==> config.mk <==
export PLATFORM = sky130hd
export DESIGN_NAME = nmea_depth_temp_sentence_parser
export DESIGN_NICKNAME = d
export VERILOG_FILES = /design/src/hdl/nmeadt_pkg.sv /design/src/hdl/nmeadt_core.sv /design/src/hdl/nmea_depth_temp_sentence_parser.sv
export SDC_FILE = /design/constraint.sdc
export NUM_CORES = 1
export LEC_CHECK = 0
export ABC_AREA = 1
export BUFFER_PORTS_ARGS = -buffer_cell sky130_fd_sc_hd__buf_2
export CAP_MARGIN = 15
export CORE_MARGIN = 2
export CORE_UTILIZATION = 59
export DETAILED_ROUTE_END_ITERATION = 8
export PLACE_DENSITY_LB_ADDON = 0.12
export SYNTH_ARGS = -nofsm -noshare
export SYNTH_HDL_FRONTEND = slang
export SYNTH_SLANG_ARGS = --single-unit
==> constraint.sdc <==
create_clock -name i_clk -period 4.8 [get_ports i_clk]
set_input_delay 0 -clock i_clk [delete_from_list [all_inputs] [get_ports i_clk]]
set_output_delay 0 -clock i_clk [all_outputs]
set_load 0.005 [all_outputs]
==> src/hdl/nmeadt_pkg.sv <==
// Shared types and constants for the NMEA depth and temperature sentence parser.
`default_nettype none
package nmeadt_pkg;

    localparam int DEPTH_W = 21;   // reading width, two's complement
    localparam int MAG_W   = 20;   // magnitude accumulator width
    localparam int IDX_W   = 3;    // field index, saturates at 7
    localparam int ID_LEN  = 6;    // sentence name length

    localparam logic [MAG_W-1:0] MAG_MAX = MAG_W'(999999);

    localparam logic [7:0] CH_TAB   = 8'h09;
    localparam logic [7:0] CH_LF    = 8'h0A;
    localparam logic [7:0] CH_SPACE = 8'h20;
    localparam logic [7:0] CH_TILDE = 8'h7E;
    localparam logic [7:0] CH_COMMA = 8'h2C;
    localparam logic [7:0] CH_PLUS  = 8'h2B;
    localparam logic [7:0] CH_MINUS = 8'h2D;
    localparam logic [7:0] CH_POINT = 8'h2E;
    localparam logic [7:0] CH_ZERO  = 8'h30;
    localparam logic [7:0] CH_NINE  = 8'h39;

    // Sentence names, first character in the top byte
    localparam logic [8*ID_LEN-1:0] ID_DEPTH  = "$SDDPT";
    localparam logic [8*ID_LEN-1:0] ID_TEMP_A = "$YXMTW";
    localparam logic [8*ID_LEN-1:0] ID_TEMP_B = "$SDMTW";

    typedef enum logic {
        OP_RX_BYTE     = 1'b0,
        OP_WRITE_VALID = 1'b1
    } t_opcode;

    typedef enum logic [1:0] {
        PH_START = 2'd0,
        PH_INT   = 2'd1,
        PH_FRAC  = 2'd2,
        PH_DONE  = 2'd3
    } t_phase;

    typedef struct packed {
        t_opcode    opcode;
        logic [7:0] data_byte;
        logic       valid_value;
    } t_item;

    typedef struct packed {
        logic [DEPTH_W-1:0] depth_tenths;
        logic [DEPTH_W-1:0] temperature_tenths;
        logic               reading_valid;
        logic               line_done;
        logic               line_overflow;
    } t_result;

    // Per-name match bits for one character of field 0: bit 0 depth,
    // bit 1 and bit 2 the two temperature names.
    function automatic logic [2:0] id_char_match(input logic [2:0] pos, input logic [7:0] c);
        logic [2:0] m;
        int         sh;
        m  = 3'b000;
        sh = 0;
        if (pos < 3'(ID_LEN)) begin
            sh   = 8 * (ID_LEN - 1 - int'(pos));
            m[0] = (ID_DEPTH[sh +: 8] == c);
            m[1] = (ID_TEMP_A[sh +: 8] == c);
            m[2] = (ID_TEMP_B[sh +: 8] == c);
        end
        return m;
    endfunction

endpackage
`default_nettype wire

==> src/hdl/nmeadt_core.sv <==
// Line, field and number parsing state with its next-state update.
`default_nettype none
module nmeadt_core #(
    parameter int LINE_LIMIT  = 100,
    parameter int FIELD_LIMIT = 20
) (
    input  wire                   i_clk,
    input  wire                   i_rst_n,
    input  wire                   i_step,
    input  wire                   i_enable,
    input  nmeadt_pkg::t_item     i_item,
    output nmeadt_pkg::t_result   o_result
);
    import nmeadt_pkg::*;

    localparam int LL_W = $clog2(LINE_LIMIT + 1);
    localparam int FC_W = $clog2(FIELD_LIMIT + 1);

    logic [LL_W-1:0]    r_line_length,  n_line_length;
    logic [IDX_W-1:0]   r_field_index,  n_field_index;
    logic [FC_W-1:0]    r_char_count,   n_char_count;
    logic [2:0]         r_id_flags,     n_id_flags;
    logic [MAG_W-1:0]   r_acc,          n_acc;
    t_phase             r_phase,        n_phase;
    logic               r_negative,     n_negative;
    logic [DEPTH_W-1:0] r_depth,        n_depth;
    logic [DEPTH_W-1:0] r_temp,         n_temp;
    logic               r_valid,        n_valid;
    logic               r_overflow,     n_overflow;

    logic [7:0]         c;
    logic               is_digit;
    logic [3:0]         digit;
    logic [MAG_W+3:0]   int_sum;
    logic [MAG_W:0]     frac_sum;
    logic [2:0]         end_flags;
    logic [DEPTH_W-1:0] end_value;
    logic               done;
    logic               ovf_report;

    assign c        = i_item.data_byte;
    assign is_digit = (c >= CH_ZERO) && (c <= CH_NINE);
    assign digit    = is_digit ? 4'(c - CH_ZERO) : 4'd0;
    // (acc + d) * 10
    assign int_sum  = ((MAG_W+4)'(r_acc) + (MAG_W+4)'(digit)) * (MAG_W+4)'(10);
    assign frac_sum = (MAG_W+1)'(r_acc) + (MAG_W+1)'(digit);

    always_comb begin
        end_flags = r_id_flags;
        if (r_field_index == '0 && r_char_count != FC_W'(ID_LEN)) begin
            end_flags = 3'b000;
        end
        end_value = r_negative ? DEPTH_W'(-{1'b0, r_acc}) : DEPTH_W'({1'b0, r_acc});
    end

    always_comb begin
        n_line_length = r_line_length;
        n_field_index = r_field_index;
        n_char_count  = r_char_count;
        n_id_flags    = r_id_flags;
        n_acc         = r_acc;
        n_phase       = r_phase;
        n_negative    = r_negative;
        n_depth       = r_depth;
        n_temp        = r_temp;
        n_valid       = r_valid;
        n_overflow    = r_overflow;
        done          = 1'b0;

        if (i_item.opcode == OP_WRITE_VALID) begin
            n_valid = i_item.valid_value;
        end else if (i_enable) begin
            if (c == CH_LF) begin
                done = 1'b1;
                if (end_flags[0]) begin
                    n_depth = end_value;
                    n_valid = 1'b1;
                end
                if (end_flags[2:1] != 2'b00) begin
                    n_temp  = end_value;
                    n_valid = 1'b1;
                end
                n_line_length = '0;
                n_field_index = '0;
                n_char_count  = '0;
                n_id_flags    = 3'b111;
                n_acc         = '0;
                n_phase       = PH_START;
                n_negative    = 1'b0;
            end else if (c != CH_TAB && (c < CH_SPACE || c > CH_TILDE)) begin
                // drop control and high bytes
            end else if (r_line_length >= LL_W'(LINE_LIMIT)) begin
                n_overflow = 1'b1;
            end else begin
                n_line_length = r_line_length + 1'b1;
                if (c == CH_SPACE) begin
                    // drop spaces after counting them
                end else if (c == CH_COMMA) begin
                    if (r_field_index == '0 && r_char_count != FC_W'(ID_LEN)) begin
                        n_id_flags = 3'b000;
                    end
                    if (r_field_index != '1) begin
                        n_field_index = r_field_index + 1'b1;
                    end
                    n_char_count = '0;
                end else if (r_char_count >= FC_W'(FIELD_LIMIT)) begin
                    if (r_field_index == '0) begin
                        n_id_flags = 3'b000;
                    end
                end else begin
                    n_char_count = r_char_count + 1'b1;
                    if (r_field_index == '0) begin
                        if (r_char_count >= FC_W'(ID_LEN)) begin
                            n_id_flags = 3'b000;
                        end else begin
                            n_id_flags = r_id_flags & id_char_match(r_char_count[2:0], c);
                        end
                    end else if (r_field_index == IDX_W'(1)) begin
                        if (r_phase == PH_START && c == CH_TAB) begin
                            // skip leading tabs
                        end else if (r_phase == PH_START && (c == CH_PLUS || c == CH_MINUS)) begin
                            n_negative = (c == CH_MINUS);
                            n_phase    = PH_INT;
                        end else if ((r_phase == PH_START || r_phase == PH_INT) && is_digit) begin
                            n_acc   = (int_sum > (MAG_W+4)'(MAG_MAX)) ? MAG_MAX
                                                                      : int_sum[MAG_W-1:0];
                            n_phase = PH_INT;
                        end else if ((r_phase == PH_START || r_phase == PH_INT)
                                     && c == CH_POINT) begin
                            n_phase = PH_FRAC;
                        end else if (r_phase == PH_FRAC && is_digit) begin
                            n_acc   = (frac_sum > (MAG_W+1)'(MAG_MAX)) ? MAG_MAX
                                                                       : frac_sum[MAG_W-1:0];
                            n_phase = PH_DONE;
                        end else begin
                            n_phase = PH_DONE;
                        end
                    end
                end
            end
        end

        ovf_report = n_overflow;
        if (done) begin
            n_overflow = 1'b0;
        end
    end

    always_comb begin
        o_result.depth_tenths       = n_depth;
        o_result.temperature_tenths = n_temp;
        o_result.reading_valid      = n_valid;
        o_result.line_done          = done;
        o_result.line_overflow      = ovf_report;
    end

    always_ff @(posedge i_clk) begin
        if (!i_rst_n) begin
            r_line_length <= '0;
            r_field_index <= '0;
            r_char_count  <= '0;
            r_id_flags    <= 3'b111;
            r_acc         <= '0;
            r_phase       <= PH_START;
            r_negative    <= 1'b0;
            r_depth       <= '0;
            r_temp        <= '0;
            r_valid       <= 1'b0;
            r_overflow    <= 1'b0;
        end else if (i_step) begin
            r_line_length <= n_line_length;
            r_field_index <= n_field_index;
            r_char_count  <= n_char_count;
            r_id_flags    <= n_id_flags;
            r_acc         <= n_acc;
            r_phase       <= n_phase;
            r_negative    <= n_negative;
            r_depth       <= n_depth;
            r_temp        <= n_temp;
            r_valid       <= n_valid;
            r_overflow    <= n_overflow;
        end
    end

endmodule
`default_nettype wire

==> src/hdl/nmea_depth_temp_sentence_parser.sv <==
// Top level of the NMEA depth and water temperature sentence parser.
// The block takes one transaction per received UART byte (or a write of the
// reading-valid flag) and returns exactly one result transaction for each.
// Bytes are assembled into lines ended by LF; CR, NUL, XON, XOFF and other
// non-printable bytes except tab are dropped, spaces are removed and commas
// split fields. At LF, a field 0 of "$SDDPT" updates depth and "$YXMTW" or
// "$SDMTW" updates temperature, from field 1 read as a signed decimal in
// tenths (one fraction digit, truncated, magnitude saturated at 999999).
// Lines longer than LINE_LIMIT kept bytes lose the rest and raise
// line_overflow up to and including the result of their LF. Throughput is
// one transaction per clock while i_m_tready does not stall the result
// stream; the input register feeds the parser, and the result register
// takes its output once it is empty or being read. Each result carries
// the current depth, temperature and valid flag. Set sensing_enable
// (address 0, bit 0) to let bytes through; with it clear bytes change
// nothing.
`default_nettype none
module nmea_depth_temp_sentence_parser #(
    parameter int LINE_LIMIT  = 100,
    parameter int FIELD_LIMIT = 20
) (
    input  wire         i_clk,
    input  wire         i_rst_n,
    // APB configuration port
    input  wire         i_psel,
    input  wire         i_penable,
    input  wire         i_pwrite,
    input  wire  [2:0]  i_paddr,
    input  wire  [31:0] i_pwdata,
    output logic [31:0] o_prdata,
    output logic        o_pready,
    // Input stream
    input  wire         i_s_tvalid,
    output logic        o_s_tready,
    input  wire  [15:0] i_s_tdata,   // [7:0] data_byte, [8] valid_value, zero pad
    input  wire         i_s_tuser,   // [0] opcode
    // Result stream
    output logic        o_m_tvalid,
    input  wire         i_m_tready,
    output logic [47:0] o_m_tdata,   // [20:0] depth_tenths, [41:21] temperature_tenths,
                                     // [42] reading_valid, [43] line_overflow, zero pad
    output logic        o_m_tlast    // line_done
);
    import nmeadt_pkg::*;

    logic    r_enable;
    logic    r_in_valid;
    t_item   r_in_item;
    logic    r_out_valid;
    t_result r_out;
    t_result core_result;
    logic    advance;

    // Config register: write on the APB access phase, register index in paddr[2]
    assign o_pready = 1'b1;
    assign o_prdata = (i_paddr[2] == 1'b0) ? {31'd0, r_enable} : 32'd0;

    always_ff @(posedge i_clk) begin
        if (!i_rst_n) begin
            r_enable <= 1'b0;
        end else if (i_psel && i_penable && i_pwrite && o_pready && i_paddr[2] == 1'b0) begin
            r_enable <= i_pwdata[0];
        end
    end

    // Advance the parser when an item waits and the result register frees up
    assign advance    = r_in_valid && (!r_out_valid || i_m_tready);
    assign o_s_tready = !r_in_valid || advance;

    always_ff @(posedge i_clk) begin
        if (!i_rst_n) begin
            r_in_valid <= 1'b0;
        end else if (o_s_tready) begin
            r_in_valid <= i_s_tvalid;
        end
    end

    // Hold the payload until the parser takes it
    always_ff @(posedge i_clk) begin
        if (o_s_tready && i_s_tvalid) begin
            r_in_item.opcode      <= t_opcode'(i_s_tuser);
            r_in_item.data_byte   <= i_s_tdata[7:0];
            r_in_item.valid_value <= i_s_tdata[8];
        end
    end

    nmeadt_core #(
        .LINE_LIMIT  (LINE_LIMIT),
        .FIELD_LIMIT (FIELD_LIMIT)
    ) u_core (
        .i_clk    (i_clk),
        .i_rst_n  (i_rst_n),
        .i_step   (advance),
        .i_enable (r_enable),
        .i_item   (r_in_item),
        .o_result (core_result)
    );

    // Result register: load on advance, drop once the transaction is taken
    always_ff @(posedge i_clk) begin
        if (!i_rst_n) begin
            r_out_valid <= 1'b0;
        end else if (advance) begin
            r_out_valid <= 1'b1;
        end else if (i_m_tready) begin
            r_out_valid <= 1'b0;
        end
    end

    always_ff @(posedge i_clk) begin
        if (advance) begin
            r_out <= core_result;
        end
    end

    assign o_m_tvalid = r_out_valid;
    assign o_m_tdata  = {4'd0, r_out.line_overflow, r_out.reading_valid,
                         r_out.temperature_tenths, r_out.depth_tenths};
    assign o_m_tlast  = r_out.line_done;

endmodule
`default_nettype wire

==> results.sh, run 1 <==
export IMPL_worstHoldStart="i_rst_n"
export IMPL_ys_ff_latch=143
export IMPL_vdd_drop_max_v=0.000242
export IMPL_fin_skew_ns=0.0161
export IMPL_grt_pass1_vias=8552
export IMPL_numCtsBuffers=17
export IMPL_dp_hpwl_um=18800
export IMPL_cap_violations=0
export IMPL_stdcell_count=1812
export IMPL_syn_inst=1495
export IMPL_yosysSeqAreaShare=0.340
export IMPL_hold_viol=0
export IMPL_fmax_ghz=0.221
export IMPL_most_common_layout_cells="340 x nand2_1, 221 x inv_1, 132 x nor2_1"
export IMPL_async_flop_share=0
export IMPL_path_max_fanout=4
export IMPL_final_common_cell="nand2_1"
export IMPL_die_width_um=134
export IMPL_r2r_cells=31
export IMPL_setup_ws_ns=0.265
export IMPL_p_per_area_mw_per_mm2=246
export IMPL_grt_overflow=0
export IMPL_drt_drc_violations_left=0
export IMPL_clock_sinks=143
export IMPL_finalSetupViolations=0
export IMPL_fin_nets=1684
export IMPL_maxSlewViolCount=0
export IMPL_final_util=0.701
export IMPL_wl_per_cell_um=14.1
export IMPL_postRouteAntennaNets=0
export IMPL_crit_slowest_cell="fa_1"
export IMPL_wirelength_um=25600
export IMPL_cts_root_buffer="clkbuf_16"
export IMPL_p_total_uw=2860
export IMPL_die_area_mm2=0.0181
export IMPL_synth_edf_count=55
export IMPL_port_buffers=66
export IMPL_cts_tree="yes"
export IMPL_worstPathRequired_ns=5.15
export IMPL_drt_iter0_drc=695
export IMPL_power_leakage_uw=0.00561
export IMPL_ff2ff_setup_slack_ns=0.27
export IMPL_cp_arrival_ns=4.89
export IMPL_dr_pass1_iters=6
export IMPL_tightest_slew_ns=1.09
export IMPL_slowest_delay_ns=0.41
export IMPL_io_pins=143
export IMPL_synth_top_area_cell="dfxtp_1"
export IMPL_tns_ns=0
export IMPL_yosys_warnings=0
export IMPL_finalCritPeriodShare=0.945
export IMPL_gp_congestion=0.949
export IMPL_criticalPathCategory="flip-flop to flip-flop"
export IMPL_grt_first_pass_wirelength_um=40700
export IMPL_post_place_cells=1764
export IMPL_status="finished clean"
export IMPL_vias_per_cell=5.41
export IMPL_yosysUniqueCellTypes=43
export IMPL_grt_total_usage=0.280
export IMPL_worstHoldPathCells=2
export IMPL_synth_area_top_cells="dfxtp_1 18%, edfxtp_1 16%, nand2_1 13%"
export IMPL_syn_to_final_growth_pct=15.7
export IMPL_final_layout_size_suffix_gt1_frac=0.157
export IMPL_path_buf_inv=4
export IMPL_synth_top_area_frac=0.175
export IMPL_syn_avg_cell_area_um2=6.72
export IMPL_cts_clk_slew_worst_paths_ns=0.06
export IMPL_htree_levels=4
export IMPL_dpl_worst_slack_ns=0.0125
export IMPL_slew_headroom=0.274
export IMPL_hold_end="u_core.r_id_flags[2]"
export IMPL_cp_common_cell="nand2_1"
export IMPL_grt_max_degree=90
export IMPL_synthesis_area_mm2=0.0100
export IMPL_core_area_mm2=0.0166
export IMPL_clock_path_buffers=2
export IMPL_hp_class="input port to flip-flop"
export IMPL_period_needed_ns=4.53
export IMPL_startpoint_type="flip-flop"
export IMPL_die_y_um=134
export IMPL_clk_latency_ns=0.44
export IMPL_crit_family="simple AND/OR/NAND/NOR gates"
export IMPL_ys_flop_type="dfxtp_1"
export IMPL_initial_core_util=0.606
export IMPL_n_antenna_cell=0
export IMPL_antenna_found_initial=0
export IMPL_rr_endpoint="u_core.r_acc[9]"
export IMPL_num_vias=9808
export IMPL_r2r_start="r_in_item[6]"
export IMPL_cp_end_kind="flip-flop"
export IMPL_rows=47
==> logic make-up (layout without fill, tap and decap cells) <==
family / after synthesis / count (layout) / synth area share
compound gates: 234 / 234 / 0.125
xor+xnor: 26 / 26 / 0.0227
fa+ha+maj: 46 / 46 / 0.0588
buf+inv: 324 / 387 / 0.140
flops: 143 / 143 / 0.340
other cells: 2 / 36 / 0.000748
simple gates: 720 / 720 / 0.313
==> layout make-up <==
cell class,count,area [um^2]
multi-input cells,1062,5680
flip-flops and latches,143,3410
clock inverters,15,173
fillers,1481,4960
well taps,220,275
clock buffers,17,425
inverters,234,878
repair buffers,121,781
==> worst max path at each step <==
stage,start,end,cells after the start
floorplan,r_in_item[4],u_core.r_acc[0],29
global placement,r_in_item[8],u_core.r_acc[15],30
detailed placement,r_in_item[8],u_core.r_acc[15],30
CTS,r_in_item[8],u_core.r_acc[13],27
global route,r_in_item[5],u_core.r_acc[9],30
finish,r_in_item[6],u_core.r_acc[9],31
==> routing by layer <==
layer / vias up / GRT usage / routed length (um)
li1: 4919 / - / -
met3: 53 / 0.0398 / 1500
met4: 0 / 0.108 / 705
met1: 4458 / 0.365 / 11200
met2: 378 / 0.474 / 12200
met5: - / 0 / 0
==> per-stage QoR <==
| step | hold slack [ns] | instance area (um^2) |
|---|---|---|
| 2_1_floorplan | 0.0311 | 10200 |
| 3_3_place_gp | 0.177 | 10500 |
| 3_5_place_dp | 0.178 | 10500 |
| 4_1_cts | 0.0229 | 11300 |
| 5_1_grt | 0.0450 | 11600 |
| 6_report | 0.0328 | 11600 |
==> registers in the layout, summed over array words and instances, names as in the netlist <==
name,cells
o_m_tdata,44
o_m_tlast,1
o_m_tvalid,1
r_enable,1
r_in_item,10
r_in_valid,1
u_core.r_acc,20
u_core.r_char_count,5
u_core.r_depth,21
u_core.r_field_index,3
u_core.r_id_flags,3
u_core.r_line_length,7
u_core.r_negative,1
u_core.r_overflow,1
u_core.r_phase,2
u_core.r_temp,21
u_core.r_valid,1
==> report_power, final <==
group / switching, uW / internal [uW]
registers: 17.2 / 1320
logic: 122 / 73.4
clock network: 590 / 741
==> Yosys cell counts, drive strengths merged, types with 2 or more instances <==
library cell,number
buf,67
inv,233
a31oi,6
xor2,24
nand2,356
nor2,162
o211ai,4
a21oi,105
clkbuf,23
ha,44
o21ai,97
dfxtp,88
a211oi,8
o21bai,3
nor4,5
nand3b,5
fa,2
or2,17
conb,2
o31ai,4
nand4,29
nor3,17
xnor2,2
edfxtp,55
nand3,124
nor3b,4
o21a,3
==> repair_timing <==
item	CTS	global route
setup endpoints to repair	5	20
buffers inserted	0	1
pin swaps	0	12
hold buffers	15	0
gates resized for setup	1	65
hold endpoints to repair	13	0
Power figures use the tool's default switching activity.
==> run 2, diff against run 1 <==
--- a/config.mk
+++ b/config.mk
@@ -6,11 +6,11 @@
 export NUM_CORES = 1
 export LEC_CHECK = 0
 export ABC_AREA = 1
-export BUFFER_PORTS_ARGS = -buffer_cell sky130_fd_sc_hd__buf_2
 export CAP_MARGIN = 15
 export CORE_MARGIN = 2
-export CORE_UTILIZATION = 59
+export CORE_UTILIZATION = 65
 export DETAILED_ROUTE_END_ITERATION = 8
+export DONT_BUFFER_PORTS = 1
 export PLACE_DENSITY_LB_ADDON = 0.12
 export SYNTH_ARGS = -nofsm -noshare
 export SYNTH_HDL_FRONTEND = slang
==> run 2 against run 1 <==
First-iteration DRC count grew 31%. Maximum frequency grew 0.25%. Hold slack is essentially flat. Count of clock-buffer cells in the layout is the same. Via count shrank 2.1%. Sequential power is essentially flat. Clock power is essentially flat. Die area shrank 9.0%. Register-to-register slack is essentially flat. Clock skew shrank 0.0058 ns. Global-route usage grew 2.8 points. Critical path type unchanged. Largest power group is now the clock network.
==> results.sh, run 2 (synthesized netlist as in run 1, its figures left out) <==
export IMPL_grt_overflow=0
export IMPL_hold_viol=0
export IMPL_hold_ws_ns=0.0330
export IMPL_power_frac_seq=0.468
export IMPL_worstPathRequired_ns=5.11
export IMPL_final_layout_size_suffix_gt1_frac=0.123
export IMPL_hp_class="input port to output port"
export IMPL_wirelength_um=25700
export IMPL_cts_tree="yes"
export IMPL_numCtsBuffers=17
export IMPL_grt_first_pass_wirelength_um=40300
export IMPL_p_per_area_mw_per_mm2=255
export IMPL_period_needed_ns=4.52
export IMPL_highest_layer="met4"
export IMPL_cts_clk_slew_worst_paths_ns=0.06
export IMPL_tightest_slew_ns=0.973
export IMPL_drt_iter0_drc=908
export IMPL_largest_reg_flops=44
export IMPL_cts_root_buffer="clkbuf_16"
export IMPL_combPwrFrac=0.060
export IMPL_fmax_ghz=0.221
export IMPL_rows=45
export IMPL_initial_core_util=0.663
export IMPL_antenna_found_initial=0
export IMPL_dr_wl_met3_um=1730
export IMPL_drt_drc_violations_left=0
export IMPL_most_common_layout_cells="331 x nand2_1, 222 x inv_1, 132 x nor2_1"
export IMPL_drt_met1_wl_um=11000
export IMPL_n_antenna_cell=0
export IMPL_num_vias=9603
export IMPL_crit_slowest_cell="edfxtp_1"
export IMPL_path_max_fanout=8
export IMPL_core_area_mm2=0.0151
export IMPL_io_pins=143
export IMPL_wl_met2_um=12100
export IMPL_status="finished clean"
export IMPL_gp_congestion=0.951
export IMPL_port_buffers=0
export IMPL_stdcell_count=1713
export IMPL_die_y_um=128
export IMPL_wl_per_cell_um=15.0
export IMPL_post_place_cells=1660
export IMPL_cp_common_cell="nand2_1"
export IMPL_p_total_uw=2870
export IMPL_syn_to_final_growth_pct=12.0
export IMPL_criticalPathCategory="flip-flop to flip-flop"
export IMPL_internal_power_uw=2160
export IMPL_postRouteAntennaNets=0
export IMPL_maxSlewViolCount=0
export IMPL_cap_violations=0
export IMPL_startpoint_type="flip-flop"
export IMPL_cp_arrival_ns=4.83
export IMPL_slowest_delay_ns=0.45
export IMPL_p_clk_frac=0.473
export IMPL_p_sw_uw=709
export IMPL_clock_path_buffers=2
export IMPL_swShare=0.247
export IMPL_grt_pass1_vias=8557
export IMPL_cp_end_kind="flip-flop"
export IMPL_grt_max_degree=56
export IMPL_die_width_um=128
export IMPL_finalSetupViolations=0
export IMPL_dp_hpwl_um=18500
export IMPL_slew_headroom=0.350
export IMPL_die_area_mm2=0.0165
export IMPL_htree_levels=4
export IMPL_vdd_drop_max_v=0.000364
export IMPL_fin_nets=1617
export IMPL_final_common_cell="nand2_1"
export IMPL_vias_per_cell=5.61
export IMPL_clk_latency_ns=0.44
export IMPL_power_leakage_uw=0.00535
export IMPL_grt_total_usage=0.308
export IMPL_fin_skew_ns=0.0102
export IMPL_finalCritPeriodShare=0.942
export IMPL_dr_pass1_iters=8
export IMPL_clock_sinks=143
## run 2: cell count changes in the layout (fill, tap and decap cells not counted), moves of 4 or more
cell | before | now
a21oi_1 | 102 | 98
nand3_2 | 10 | 4
nand2_1 | 340 | 331
nand2_2 | 15 | 24
buf_4 | 40 | 34
nand3_1 | 112 | 118
ha_4 | 9 | 5
buf_2 | 66 | 0
## run 2: path summary, 6_finish.rpt
check	start	to	slack, ns	depth (start not counted)
setup / recovery	r_in_item[4]	u_core.r_acc[11]	0.28	31
hold / removal	i_paddr[2]	o_prdata[0]	0.03	1
setup reg to reg	r_in_item[4]	u_core.r_acc[11]	0.28	31
hold reg to reg	u_core.r_acc[1]	u_core.r_acc[1]	0.49	2
## run 2: layout make-up
type / count / area (um^2)
Multi-Input combinational cell: 1063 / 5670
Tap cell: 188 / 235
Timing Repair Buffer: 53 / 457
Sequential cell: 143 / 3410
Clock buffer: 17 / 425
Inverter: 234 / 878
Fill cell: 1242 / 3890
Clock inverter: 15 / 178
## run 2: power by group through the flow
stage	clock network, uW	registers [uW]	logic [uW]
final	1360	1340	171
after global routing	1410	1350	194
after CTS	1360	1340	164
after detailed placement	0	1370	149
after global placement	0	1370	144
after floorplan	0	1360	140
## run 2: critical path: cells and delay by family, from the launching register on
family / cells / cell delay, ns
compound gates: 1 / 0.07
fa+ha+maj: 2 / 0.76
buf+inv: 5 / 0.71
flops: 1 / 0.45
simple gates: 23 / 2.38
## run 2: through the flow
step / setup slack, ns / cell area (um^2) / TNS (ns) / utilization
after CTS: 0.00712 / 10900 / 0 / 0.721
after floorplan: 0.597 / 10200 / 0 / -
after global placement: 0.104 / 10100 / 0 / 0.669
after detailed placement: -0.0117 / 10100 / -0.0117 / 0.669
after global routing: -0.0708 / 11300 / -0.701 / 0.743
final: 0.277 / 11300 / 0 / 0.743
## run 2: what timing repair did
action                                 in CTS  in global routing
hold buffers                               17                  0
cloned                                      0                  1
setup endpoints to repair                  17                 20
pin swaps                                   0                 14
endpoints found under the hold margin      44                  0
setup buffers                               0                  3
resized for setup                           3                 73
## run 2: layer usage
| layer | vias up | GRT usage |
|---|---|---|
| met3 | 74 | 0.0572 |
| met2 | 403 | 0.511 |
| met5 | - | 0 |
| met4 | 0 | 0.122 |
| li1 | 4781 | - |
| met1 | 4345 | 0.399 |
==> run 3, diff against run 2 <==
--- a/config.mk
+++ b/config.mk
@@ -8,7 +8,7 @@
 export ABC_AREA = 1
 export CAP_MARGIN = 15
 export CORE_MARGIN = 2
-export CORE_UTILIZATION = 65
+export CORE_UTILIZATION = 30
 export DETAILED_ROUTE_END_ITERATION = 8
 export DONT_BUFFER_PORTS = 1
 export PLACE_DENSITY_LB_ADDON = 0.12
==> constraint.sdc (replaced) <==
create_clock -name i_clk -period 3.7 [get_ports i_clk]
set_input_delay 0 -clock i_clk [delete_from_list [all_inputs] [get_ports i_clk]]
set_output_delay 0 -clock i_clk [all_outputs]
set_load 0.005 [all_outputs]
==> run 3 against run 2 <==
The flow now finishes with violations (setup timing). Hold slack gained 0.0048 ns. Clock power increased by 30%. Die area is 110% higher. Flip-flop and latch count unchanged. Cell area rose by 20%. Sequential power is 30% higher. Setup slack lost 0.79 ns. Maximum frequency up 7.4%. Critical endpoint is now u_core.r_acc[0]. Largest cell class unchanged. Largest power group unchanged.
==> results.sh, run 3 (synthesized netlist as in run 1, its figures left out) <==
export IMPL_cts_tree="yes"
export IMPL_crit_slowest_cell="edfxtp_1"
export IMPL_num_vias=9980
export IMPL_cts_root_buffer="clkbuf_16"
export IMPL_hold_viol=0
export IMPL_gp_congestion=0.887
export IMPL_io_pins=143
export IMPL_numCtsBuffers=17
export IMPL_tightest_slew_ns=1.06
export IMPL_worstPathRequired_ns=3.99
export IMPL_die_area_mm2=0.0350
export IMPL_initial_core_util=0.302
export IMPL_drt_iter0_drc=557
export IMPL_clock_path_buffers=2
export IMPL_rows=67
export IMPL_cp_arrival_ns=4.50
export IMPL_p_per_area_mw_per_mm2=279
export IMPL_vdd_drop_max_v=0.000281
export IMPL_port_buffers=0
export IMPL_slew_headroom=0.289
export IMPL_finalCritPeriodShare=1.14
export IMPL_n_antenna_cell=0
export IMPL_path_max_fanout=5
export IMPL_final_common_cell="nand2_1"
export IMPL_slowest_delay_ns=0.43
export IMPL_wl_per_cell_um=14.9
export IMPL_most_common_layout_cells="295 x nand2_1, 209 x inv_1, 175 x buf_4"
export IMPL_grt_first_pass_wirelength_um=51400
export IMPL_setup_ws_ns=-0.511
export IMPL_power_leakage_uw=0.00624
export IMPL_cts_clk_slew_worst_paths_ns=0.08
export IMPL_die_width_um=187
export IMPL_multi_input_area_mm2=0.00616
export IMPL_startpoint_type="flip-flop"
export IMPL_drt_drc_violations_left=0
export IMPL_criticalPathCategory="flip-flop to flip-flop"
export IMPL_largest_reg_flops=44
export IMPL_die_y_um=187
export IMPL_dpl_worst_slack_ns=-0.894
export IMPL_grt_max_degree=50
export IMPL_rsz0062_at_grt="true"
export IMPL_vias_per_cell=4.65
export IMPL_grt_pass1_vias=9665
export IMPL_antenna_found_initial=0
export IMPL_clk_latency_ns=0.43
export IMPL_hold_ws_ns=0.0378
export IMPL_seq_area_mm2=0.00341
export IMPL_hp_class="input port to output port"
export IMPL_grt_overflow=0
export IMPL_wirelength_um=31900
export IMPL_dp_hpwl_um=24300
export IMPL_finalSetupViolations=20
export IMPL_fin_skew_ns=0.0149
export IMPL_maxSlewViolCount=0
export IMPL_grt_total_usage=0.183
export IMPL_violations="setup timing"
export IMPL_fillers=3500
export IMPL_htree_levels=4
export IMPL_fmax_ghz=0.237
export IMPL_core_area_mm2=0.0333
export IMPL_dr_pass1_iters=5
export IMPL_cp_end_kind="flip-flop"
export IMPL_syn_to_final_growth_pct=33.9
export IMPL_period_needed_ns=4.21
export IMPL_status="finished with violations"
export IMPL_clock_sinks=143
export IMPL_final_layout_size_suffix_gt1_frac=0.260
export IMPL_fin_nets=1789
export IMPL_cap_violations=0
export IMPL_postRouteAntennaNets=0
-- run 3: per-layer routing --
metal | global-route usage | part of all wire | up-vias
met1 | 0.255 | 0.50 | 4620
li1 | - | - | 5136
met4 | 0.0543 | 0.020 | 0
met2 | 0.295 | 0.45 | 189
met5 | 0 | 0 | -
met3 | 0.0257 | 0.030 | 35
-- run 3: cell type report --
| cell class | instances | share of cell area |
|---|---|---|
| inverter | 234 | 0.0655 |
| clock inverter | 15 | 0.0135 |
| clock buffer | 17 | 0.0316 |
| tap | 448 | 0.0417 |
| sequential | 143 | 0.254 |
| multi-input combinational | 1063 | 0.458 |
| timing repair buffer | 225 | 0.136 |
-- run 3: worst paths after layout --
kind,startpoint,end,slack (ns),cells after the start
min,i_paddr[2],o_prdata[0],0.04,1
min reg2reg,u_core.r_overflow,u_core.r_overflow,0.50,2
max reg2reg,r_in_item[4],u_core.r_acc[0],-0.51,30
max,r_in_item[4],u_core.r_acc[0],-0.51,30
-- run 3: timing repair --
action                     CTS  global route
setup buffers               13            10
cloned                       3             0
pin swaps                   64            30
hold buffers                39             0
hold endpoints to repair    52             0
setup endpoints to repair   20            20
gates resized for setup    110            69
-- run 3: through the flow --
step / setup TNS [ns] / cells / instance area [um^2] / power, uW / util
after CTS: -10.11 / 2135 / 13100 / 3810 / 0.393
final: -9.11 / 2145 / 13500 / 3760 / 0.404
after global placement: -15.68 / 2048 / 11600 / 1980 / 0.347
after floorplan: -4.65 / 1529 / 10300 / 1950 / -
after global routing: -14.83 / 2145 / 13500 / 3920 / 0.404
after detailed placement: -16.25 / 2048 / 11600 / 1990 / 0.347
-- run 3: power breakdown --
part,internal (uW),total [uW],switching [uW]
clock network,919,1770,847
registers,1710,1740,28.5
logic,103,254,152
-- run 3: worst max-delay path, delay by kind of cell (launching register included) --
| kind | cells | cell delay (ns) |
|---|---|---|
| AOI/OAI and AO/OA | 2 | 0.22 |
| buffers and inverters | 5 | 0.42 |
| and+or+nand+nor | 19 | 1.93 |
| adders and majority gates | 4 | 1.06 |
| DFF | 1 | 0.43 |
